File: config.mk
export PLATFORM = sky130hd
export DESIGN_NAME = pft_div_lane
export DESIGN_NICKNAME = d
export VERILOG_FILES = /design/src/rtl/pft_pkg.sv /design/src/rtl/pft_div_lane.sv
export SDC_FILE = /design/constraint.sdc
export NUM_CORES = 1
export LEC_CHECK = 0
export ABC_AREA = 1
export BUFFER_PORTS_ARGS = -buffer_cell sky130_fd_sc_hd__buf_2
export CORE_UTILIZATION = 40
export CTS_BUF_LIST = sky130_fd_sc_hd__clkbuf_8
export DETAILED_ROUTE_END_ITERATION = 16
export SYNTH_ARGS = -nofsm -noshare
export SYNTH_HDL_FRONTEND = slang
export SYNTH_SLANG_ARGS = --single-unit
File: constraint.sdc
create_clock -name clock -period 4.2 [get_ports clock]
set_input_delay 0.42 -clock clock [delete_from_list [all_inputs] [get_ports clock]]
set_output_delay 0.42 -clock clock [all_outputs]
set_load 0.01 [all_outputs]
File: src/rtl/pft_pkg.sv
`timescale 1ns / 1ps
// ----------------------------------------------------------------------------
// Perspective floor texel package
// Geometry, datapath widths, pipeline depths and codes shared by the floor
// texel pipeline, its divider lanes and its checker.
// ----------------------------------------------------------------------------
package pft_pkg;

   // Screen geometry and checker size. The texture repeats every 256 texels,
   // and the tile parity bit survives that wrap because the tile divides it.
   localparam int SCREEN_WIDTH  = 320;
   localparam int SCREEN_HEIGHT = 200;
   localparam int CHECKER_TILE  = 64;
   localparam int FOCAL         = 320;
   localparam int HALF_W        = SCREEN_WIDTH / 2;
   localparam int HALF_H        = SCREEN_HEIGHT / 2;

   // Port widths.
   localparam int ROW_W      = 8;
   localparam int COL_W      = 9;
   localparam int CFG_W      = 16;
   localparam int CSR_IDX_W  = 3;
   localparam int CSR_DATA_W = 16;
   localparam int COLOR_W    = 2;

   // Datapath widths. The floor height of 16 times the Q22 scale of the
   // numerator is a shift by 26; the common denominator carries 2^36.
   localparam int RY_W        = ROW_W + 1;
   localparam int CX_W        = COL_W + 1;
   localparam int ABS_W       = ROW_W;
   localparam int P_W         = CX_W + CFG_W;
   localparam int D_W         = P_W + 1;
   localparam int K_W         = 2 * CFG_W;
   localparam int WK_W        = CFG_W + K_W;
   localparam int PW_W        = WK_W + ABS_W;
   localparam int N_W         = PW_W + 2;
   localparam int FLOOR_SHIFT = 26;
   localparam int DEN_SHIFT   = 36;
   localparam int AU_W        = N_W - DEN_SHIFT - 1;

   // Divider: only quotient bits down to the tile parity bit are produced.
   localparam int TILE_BIT     = $clog2(CHECKER_TILE);
   localparam int DIV_STEPS    = AU_W - TILE_BIT;
   localparam int DIV_BITS     = 3;
   localparam int DIV_STAGES   = (DIV_STEPS + DIV_BITS - 1) / DIV_BITS;
   localparam int FRONT_STAGES = 5;
   localparam int PIPE_STAGES  = FRONT_STAGES + DIV_STAGES;
   localparam int LATENCY      = PIPE_STAGES + 1;

   // Register reset values.
   localparam logic signed [CFG_W-1:0] COS_YAW_RESET   = 16384;
   localparam logic signed [CFG_W-1:0] SIN_YAW_RESET   = 0;
   localparam logic [CFG_W-1:0]        WALK_U_RESET    = '0;
   localparam logic [CFG_W-1:0]        WALK_V_RESET    = '0;
   localparam logic [ROW_W-1:0]        FIRST_ROW_RESET = 140;

   typedef enum logic [CSR_IDX_W-1:0] {
      CSR_COS_YAW   = 3'd0,
      CSR_SIN_YAW   = 3'd1,
      CSR_WALK_U    = 3'd2,
      CSR_WALK_V    = 3'd3,
      CSR_FIRST_ROW = 3'd4
   } csr_index_type;

   typedef enum logic [COLOR_W-1:0] {
      COLOR_SKY  = 2'd0,
      COLOR_ODD  = 2'd1,
      COLOR_EVEN = 2'd2
   } color_type;

endpackage

File: src/rtl/pft_div_lane.sv
`timescale 1ns / 1ps
// ----------------------------------------------------------------------------
// Floor texel divider lane
// Pipelined restoring division of a texel numerator by the row distance.
// Each stage retires a few quotient bits; the lane returns the tile parity
// bit of the floored, signed quotient.
// ----------------------------------------------------------------------------
module pft_div_lane (
   input  logic                      clock,
   input  logic [pft_pkg::AU_W-1:0]  dividend,
   input  logic [pft_pkg::ABS_W-1:0] divisor,
   input  logic                      negative,
   output logic                      parity
);

   localparam int AU_W       = pft_pkg::AU_W;
   localparam int ABS_W      = pft_pkg::ABS_W;
   localparam int DIV_STAGES = pft_pkg::DIV_STAGES;

   logic [AU_W-1:0]  num_ff [DIV_STAGES];
   logic [ABS_W-1:0] rem_ff [DIV_STAGES];
   logic [ABS_W-1:0] den_ff [DIV_STAGES];
   logic             neg_ff [DIV_STAGES];
   logic             q_ff   [DIV_STAGES];

   for (genvar st = 0; st < DIV_STAGES; st++) begin : g_stage
      logic [AU_W-1:0]  num_src;
      logic [ABS_W-1:0] rem_src;
      logic [ABS_W-1:0] den_src;
      logic             neg_src;
      logic             q_src;
      logic [AU_W-1:0]  num_in;
      logic [ABS_W-1:0] rem_in;
      logic             q_in;

      // The first stage starts from the new beat with an empty remainder.
      if (st == 0) begin : g_first
         assign num_src = dividend;
         assign rem_src = '0;
         assign den_src = divisor;
         assign neg_src = negative;
         assign q_src   = 1'b0;
      end else begin : g_next
         assign num_src = num_ff[st-1];
         assign rem_src = rem_ff[st-1];
         assign den_src = den_ff[st-1];
         assign neg_src = neg_ff[st-1];
         assign q_src   = q_ff[st-1];
      end

      // Shift in one dividend bit per step and subtract where it fits.
      always_comb begin
         logic [ABS_W:0] part;
         num_in = num_src;
         rem_in = rem_src;
         q_in   = q_src;
         part   = '0;
         for (int j = 0; j < pft_pkg::DIV_BITS; j++) begin
            if (st * pft_pkg::DIV_BITS + j < pft_pkg::DIV_STEPS) begin
               part   = {rem_in, num_in[AU_W-1]};
               num_in = {num_in[AU_W-2:0], 1'b0};
               if (part >= {1'b0, den_src}) begin
                  rem_in = ABS_W'(part - {1'b0, den_src});
                  q_in   = 1'b1;
               end else begin
                  rem_in = part[ABS_W-1:0];
                  q_in   = 1'b0;
               end
            end
         end
      end

      always_ff @(posedge clock) begin
         num_ff[st] <= num_in;
         rem_ff[st] <= rem_in;
         den_ff[st] <= den_src;
         neg_ff[st] <= neg_src;
         q_ff[st]   <= q_in;
      end
   end

   // A negative quotient was divided in one's complement form, so the
   // parity bit flips with the sign.
   assign parity = neg_ff[DIV_STAGES-1] ^ q_ff[DIV_STAGES-1];

endmodule

==> results by group, run 1 <==
Run status
  – Status: completed

Cells and area
  – Fillers: 1800
  – Area occupied by multi-input gates: 0.00746 sq mm
  – Area growth syn-to-layout: 52.3%
  – Register area: 0.00205 sq mm
  – Final core occ: 63.1%
  – Layout Nets: 1744
  – Fin cells: 1866
  – ANT cells: 0
  – Layout cell share with drive strength beyond 1: 46.4%

Worst setup path
  – Slowest cell on crit path: dfxtp_2
  – Top cell by count, worst path: nand2_1
  – Worst Path Max Fanout: 8
  – Reg-to-reg startpoint: den_ff[0][11]
  – Critical Path RT: 4.53 ns
  – Worst path top cell family by delay: simple AND/OR/NAND/NOR gates
  – WP buf/inv: 3
  – CP endpoint kind: flop
  – Reg2Reg Depth: 28
  – Worst EP arrival: 4.51 ns
  – R2r setup slk: 0.02 ns
  – Crit start category: flop
  – Kind of critical path: reg -> reg
  – Max incr delay on CP: 0.37 ns
  – Reg-to-Reg End: rem_ff[0][19]

STA
  – Max Fclk: 0.239 GHz
  – Hold violation count in the final report: 0
  – Slew HR: 73.9%
  – Final setup viols: 0
  – Final setup skew: 0.0173 ns
  – Period utilisation layout: 99.6%
  – Slew @ Worst Pin: 0.388 ns
  – Minimum clock period after layout: 4.18 ns
  – Max Slew Vio Count: 0
  – Unrepaired setup endpoints after global routing: true

Logic synthesis
  – Largest cells by area after synthesis: dfxtp_1 23%, ha_1 16%, nand2_1 15%
  – Synth Register Bits: 100
  – Mapped Cells: 1248
  – Synth area leader: dfxtp_1
  – Top_reg_cell synth: dfxtp_1
  – Syn_area_per_cell: 7.07 sq um
  – Synth Warn #: 0
  – Top cell type's share of synthesized area: 22.7%
  – Count leader, synth: nand2_1
  – Commonest cells in the synthesized netlist: 355 x nand2_1, 200 x inv_1, 114 x ha_1
  – Mapped Nets: 1406
  – EDFF count, synth: 0
  – Synth async-reset ratio: 0%
  – Synthesized cell area: 0.00882 sq mm
  – Register area share after synthesis: 22.7%
  – Yosys cell types: 50

Global route
  – Largest net degree at the start of global routing: 22
  – Grt ovf: 0
  – First-pass GRT wire length: 36500 um
  – Vias in the first global route: 8086
  – Total track usage: 20.2%
  – Initial antenna violation count: 0

Routing
  – DR vias/cell: 4.85
  – DR pass1 iterations: 5
  – Via Count: 9042
  – WL per Instance: 13.4 um
  – Routed Antenna Nets: 0
  – Total Wirelength: 25100 um
  – Initial DRC count: 374
  – Drt drc: 0

Floorplan
  – Starting Density: 41.4%
  – Top Ports: 32
  – Core box area: 0.0213 sq mm
  – Die Height: 150 um
  – Die width: 150 um
  – Row count: 53
  – Die area: 0.0226 sq mm

Clock network
  – Clock transition at path regs: 0.12 ns
  – Maximum clock insertion buffer count: 2
  – Clock sink count: 100
  – Worst-Skew Late Latency: 0.40 ns
  – CTS tree: done
  – CTS Buf Count: 9
  – H-tree depth: 3
  – Clk root buf: clkbuf_8

Hold path
  – Hold depth: 1
  – Hold Path Sink: num_ff[0][17]
  – Min-Delay Path Class: in -> reg
  – Hold_sp: dividend[17]

Placed design
  – Hpwl dp: 18200 um
  – Placed Cells: 1796
  – Gpl congestion: 0.881
  – I/O Buffers: 25

Job
  – Number of max-cap violations: 0
==> worst max-delay path by stage <==
stage / endpoint / start / cells past startpoint / slack (ns)
floorplan: rem_ff[0][16] / den_ff[0][9] / 32 / 0.01
global placement: rem_ff[0][24] / den_ff[0][20] / 28 / -0.12
detailed placement: rem_ff[0][24] / den_ff[0][20] / 28 / -0.18
CTS: rem_ff[0][26] / den_ff[0][18] / 29 / 0.002
global route: q_ff[4] / den_ff[0][26] / 29 / -0.18
finish: rem_ff[0][19] / den_ff[0][11] / 28 / 0.02
==> cells by family after synthesis <==
| kind of cell | synth area share [%] |
|---|---|
| buf+inv | 10.1 |
| fa+ha+maj | 19.1 |
| xor+xnor | 5.66 |
| simple gates | 33.0 |
| compound gates | 9.48 |
| flops | 22.7 |
==> cell type report <==
cell class	instances	area share (%)
sequential	100	15.3
multi-input combinational	928	55.6
clock buffer	9	0.922
clock inverter	7	0.699
inverter	215	6.27
tap	275	2.56
timing repair buffer	332	18.7
==> registers in the layout, summed over array words and instances (netlist names) <==
register,flops
den_ff,32
neg_ff,5
num_ff,30
q_ff,1
rem_ff,32
==> repair_timing <==
item | in CTS | in global routing
setup buffers | 6 | 46
cloned | 1 | 1
gates resized for setup | 64 | 319
endpoints found under the setup margin | 25 | 33
pin swaps | 17 | 157
hold buffers | 0 | 0
==> through the flow <==
stage	area [sq um]	hold WS, ns	TNS (ns)	setup slack, ns
3_3_place_gp	11100	0.310	-2.50	-0.123
6_report	13400	0.112	0	0.0182
5_1_grt	13400	0.0814	-2.29	-0.184
3_5_place_dp	11100	0.312	-4.31	-0.184
2_1_floorplan	8820	0.310	0	0.00959
4_1_cts	11700	0.0857	0	0.00177
==> cells in the final DEF (no fill, tap or decap), types with 7 or more instances in the layout <==
master and count:
nand4_1 22, xnor2_1 19, nand3b_1 7, nand2_1 290, a21oi_4 10, nand2_2 67, clkbuf_8 9, buf_6 19
nand3_1 65, dfxtp_2 38, inv_4 8, nand3_2 26, nor2_2 9, inv_1 153, ha_4 62, a21oi_1 38
buf_4 287, nor2_1 46, buf_2 25, fa_1 7, nor2_4 8, inv_2 51, ha_1 50, o21ai_0 20
o21ai_1 11, nand3_4 11, a21oi_2 16, dfxtp_1 61, nand2_4 20, o21ai_2 18, xor2_1 38
==> metal layers <==
layer,track usage [%],vias up,routed length [um]
met5,0,-,0
met4,4.49,0,489
met3,2.91,34,717
met2,35.4,152,12400
met1,26.0,4164,11400
li1,-,4692,-
Power of run 1 is not shown: default switching activity piles up to over one toggle a cycle in this logic, so the estimate is an artifact.
==> run 2: changes to the inputs <==
CORE_ASPECT_RATIO = 0.9   (was not set)
==> run 2 against run 1 <==
Net effect:
- wire length fell by 1.4%
- die area hardly changed
- clock skew shrank 0.0071 ns
- sequential share of layout area is 0.39 points higher
- critical path depth up 2
- register-to-register slack improved by 0.09 ns
- highest routed layer unchanged
==> results by group, run 2 (synthesis gave the netlist of run 1 again) <==
Run status
  – Status: completed

Worst setup path
  – Kind of critical path: reg -> reg
  – Reg-to-Reg End: rem_ff[0][22]
  – Reg2Reg Depth: 30 (+7.1%)
  – Reg-to-reg startpoint: den_ff[0][9]
  – Top cell by count, worst path: nand2_1
  – Worst Path Max Fanout: 8 (unchanged)
  – R2r setup slk: 0.10 ns (+0.09 ns)
  – Slowest cell on crit path: dfxtp_2
  – Max incr delay on CP: 0.35 ns (-0.02 ns)
  – Worst EP arrival: 4.43 ns (-0.08 ns)
  – Crit start category: flop
  – CP endpoint kind: flop
  – Critical Path RT: 4.54 ns (about the same)

Global route
  – Met2 usage: 35.5% (+0.088 points)
  – First-pass GRT wire length: 37800 um (+3.5%)
  – Largest net degree at the start of global routing: 19 (-14%)
  – Total track usage: 21.0% (+0.82 points)
  – Grt met1 use: 28.3% (+2.3 points)
  – Initial antenna violation count: 0 (unchanged)
  – GRT busiest layer: met2
  – Vias in the first global route: 8219 (+1.6%)
  – Met3 Use GR: 1.97% (-0.94 points)
  – Grt ovf: 0 (unchanged)

Cells and area
  – Top flop regs: den_ff x32, rem_ff x32, num_ff x30
  – Layout cell share with drive strength beyond 1: 43.5% (-3.0 points)
  – Commonest non-fill, non-tap cells in the layout: 312 x nand2_1, 287 x buf_4, 162 x inv_1, 73 x nand3_1, 64 x dfxtp_1
  – Area growth syn-to-layout: 48.2%
  – ANT cells: 0 (unchanged)
  – Most common cell after layout, fill and taps aside: nand2_1
  – Layout Nets: 1735 (-0.52%)
  – Fillers: 1875 (+4.2%)
  – Final core occ: 60.4% (-2.7 points)

STA
  – Minimum clock period after layout: 4.10 ns (-0.0851 ns)
  – Period utilisation layout: 97.5% (-2.0 points)
  – Max Slew Vio Count: 0 (unchanged)
  – Hold violation count in the final report: 0 (unchanged)
  – Slew HR: 71.8% (-2.2 points)
  – Slew @ Worst Pin: 0.421 ns (+0.0334 ns)
  – Max Fclk: 0.244 GHz (+2.1%)
  – Final setup viols: 0 (unchanged)
  – Final worst setup slack: 0.103 ns (+0.0851 ns)
  – Setup_tns: 0 ns (unchanged)
  – Final setup skew: 0.0102 ns (-0.00711 ns)

Placed design
  – Gpl congestion: 0.874 (-0.70%)
  – I/O Buffers: 25 (unchanged)
  – Hpwl dp: 18800 um (+3.5%)
  – Dpl ws: -0.220 ns (-0.0363 ns)

Floorplan
  – Row count: 51 (-3.8%)
  – Die Height: 143 um (-5.1%)
  – Die width: 159 um (+5.3%)
  – Core box area: 0.0216 sq mm (+1.6%)
  – Starting Density: 40.8% (-0.66 points)
  – Die area: 0.0226 sq mm (about the same)
  – Top Ports: 32 (unchanged)

Hold path
  – Hold Path Sink: num_ff[0][17]
  – Min-Delay Path Class: in -> reg
  – Hold_sp: dividend[17]
  – Hold depth: 1 (unchanged)

Clock network
  – Hold buffers post-CTS: 0 (unchanged)
  – H-tree depth: 3 (unchanged)
  – Clock transition at path regs: 0.10 ns (-0.02 ns)
  – Maximum clock insertion buffer count: 2 (unchanged)
  – CTS tree: done
  – Worst-Skew Late Latency: 0.40 ns (about the same)
  – Clock sink count: 100 (unchanged)
  – Clk root buf: clkbuf_8
  – CTS Buf Count: 9 (unchanged)

Routing
  – Initial DRC count: 484 (+29%)
  – WL per Instance: 13.2 um (-1.7%)
  – DR pass1 iterations: 7 (+2)
  – Via Count: 8929 (-1.2%)
  – Total Wirelength: 24700 um (-1.4%)
  – Drt drc: 0 (unchanged)
  – Routed Antenna Nets: 0 (unchanged)
  – DR vias/cell: 4.77 (-1.6%)

Job
  – Number of max-cap violations: 0 (unchanged)
==> run 2: changes by cell type in the layout (fill, tap and decap cells not counted), moves of 4 or more <==
cell,previous run,this run
clkinv_8,4,0
inv_4,8,4
nand2_1,290,312
nand2_2,67,53
nand2_4,20,13
nand3_4,11,7
nand3_1,65,73
inv_1,153,162
nand3_2,26,22
buf_6,19,10
ha_1,50,54
==> run 2: per-stage QoR <==
| step | hold WS (ns) | std cells | cell area (sq um) |
|---|---|---|---|
| final | 0.112 | 1873 | 13100 |
| after global routing | 0.0976 | 1873 | 13100 |
| after CTS | 0.0982 | 1838 | 11800 |
| after detailed placement | 0.312 | 1815 | 11200 |
| after global placement | 0.310 | 1815 | 11200 |
| after floorplan | 0.310 | 1248 | 8820 |
==> run 2: worst max path at each step <==
stage / startpoint / to / slack [ns] / cells after the start
global placement: den_ff[0][14] / rem_ff[0][22] / -0.15 / 28
finish: den_ff[0][9] / rem_ff[0][22] / 0.10 / 30
CTS: den_ff[0][10] / rem_ff[0][22] / 0.002 / 31
global route: den_ff[0][23] / rem_ff[0][27] / -0.11 / 27
floorplan: den_ff[0][9] / rem_ff[0][16] / 0.01 / 32
detailed placement: den_ff[0][22] / rem_ff[0][28] / -0.22 / 28
==> run 2: area by class of cell <==
class | instances | area, sq um | area share (%)
Clock inverter | 6 | 51.3 | 0.392
Timing Repair Buffer | 324 | 2430 | 18.6
Multi-Input combinational cell | 927 | 7220 | 55.2
Sequential cell | 100 | 2050 | 15.7
Clock buffer | 10 | 138 | 1.05
Inverter | 215 | 817 | 6.25
Tap cell | 291 | 364 | 2.79
==> run 2: worst max-delay path: cells and delay by family (launching register included) <==
kind	cells	cell delay [ns]
DFF	1	0.35
and+or+nand+nor	18	1.95
buffers and inverters	4	0.27
adders and majority gates	3	0.80
AOI/OAI and AO/OA	5	0.67
==> run 2: timing repair <==
| action | CTS | global route |
|---|---|---|
| pin swaps | 15 | 102 |
| hold endpoints to repair | 0 | 0 |
| endpoints found under the setup margin | 25 | 33 |
| buffers inserted | 6 | 35 |
| gates resized for setup | 52 | 255 |
| gates cloned | 1 | 0 |
==> run 2: per-layer routing <==
layer  vias to the layer above  part of all wire (%)  wire (um)
met4                         0                   1.9        476
met3                        28                   2.2        554
met1                      4134                    47      11700
met2                       106                    48      11900
met5                         -                     0          0
li1                       4661                     -          -
Power of run 2 is left out for the same reason.
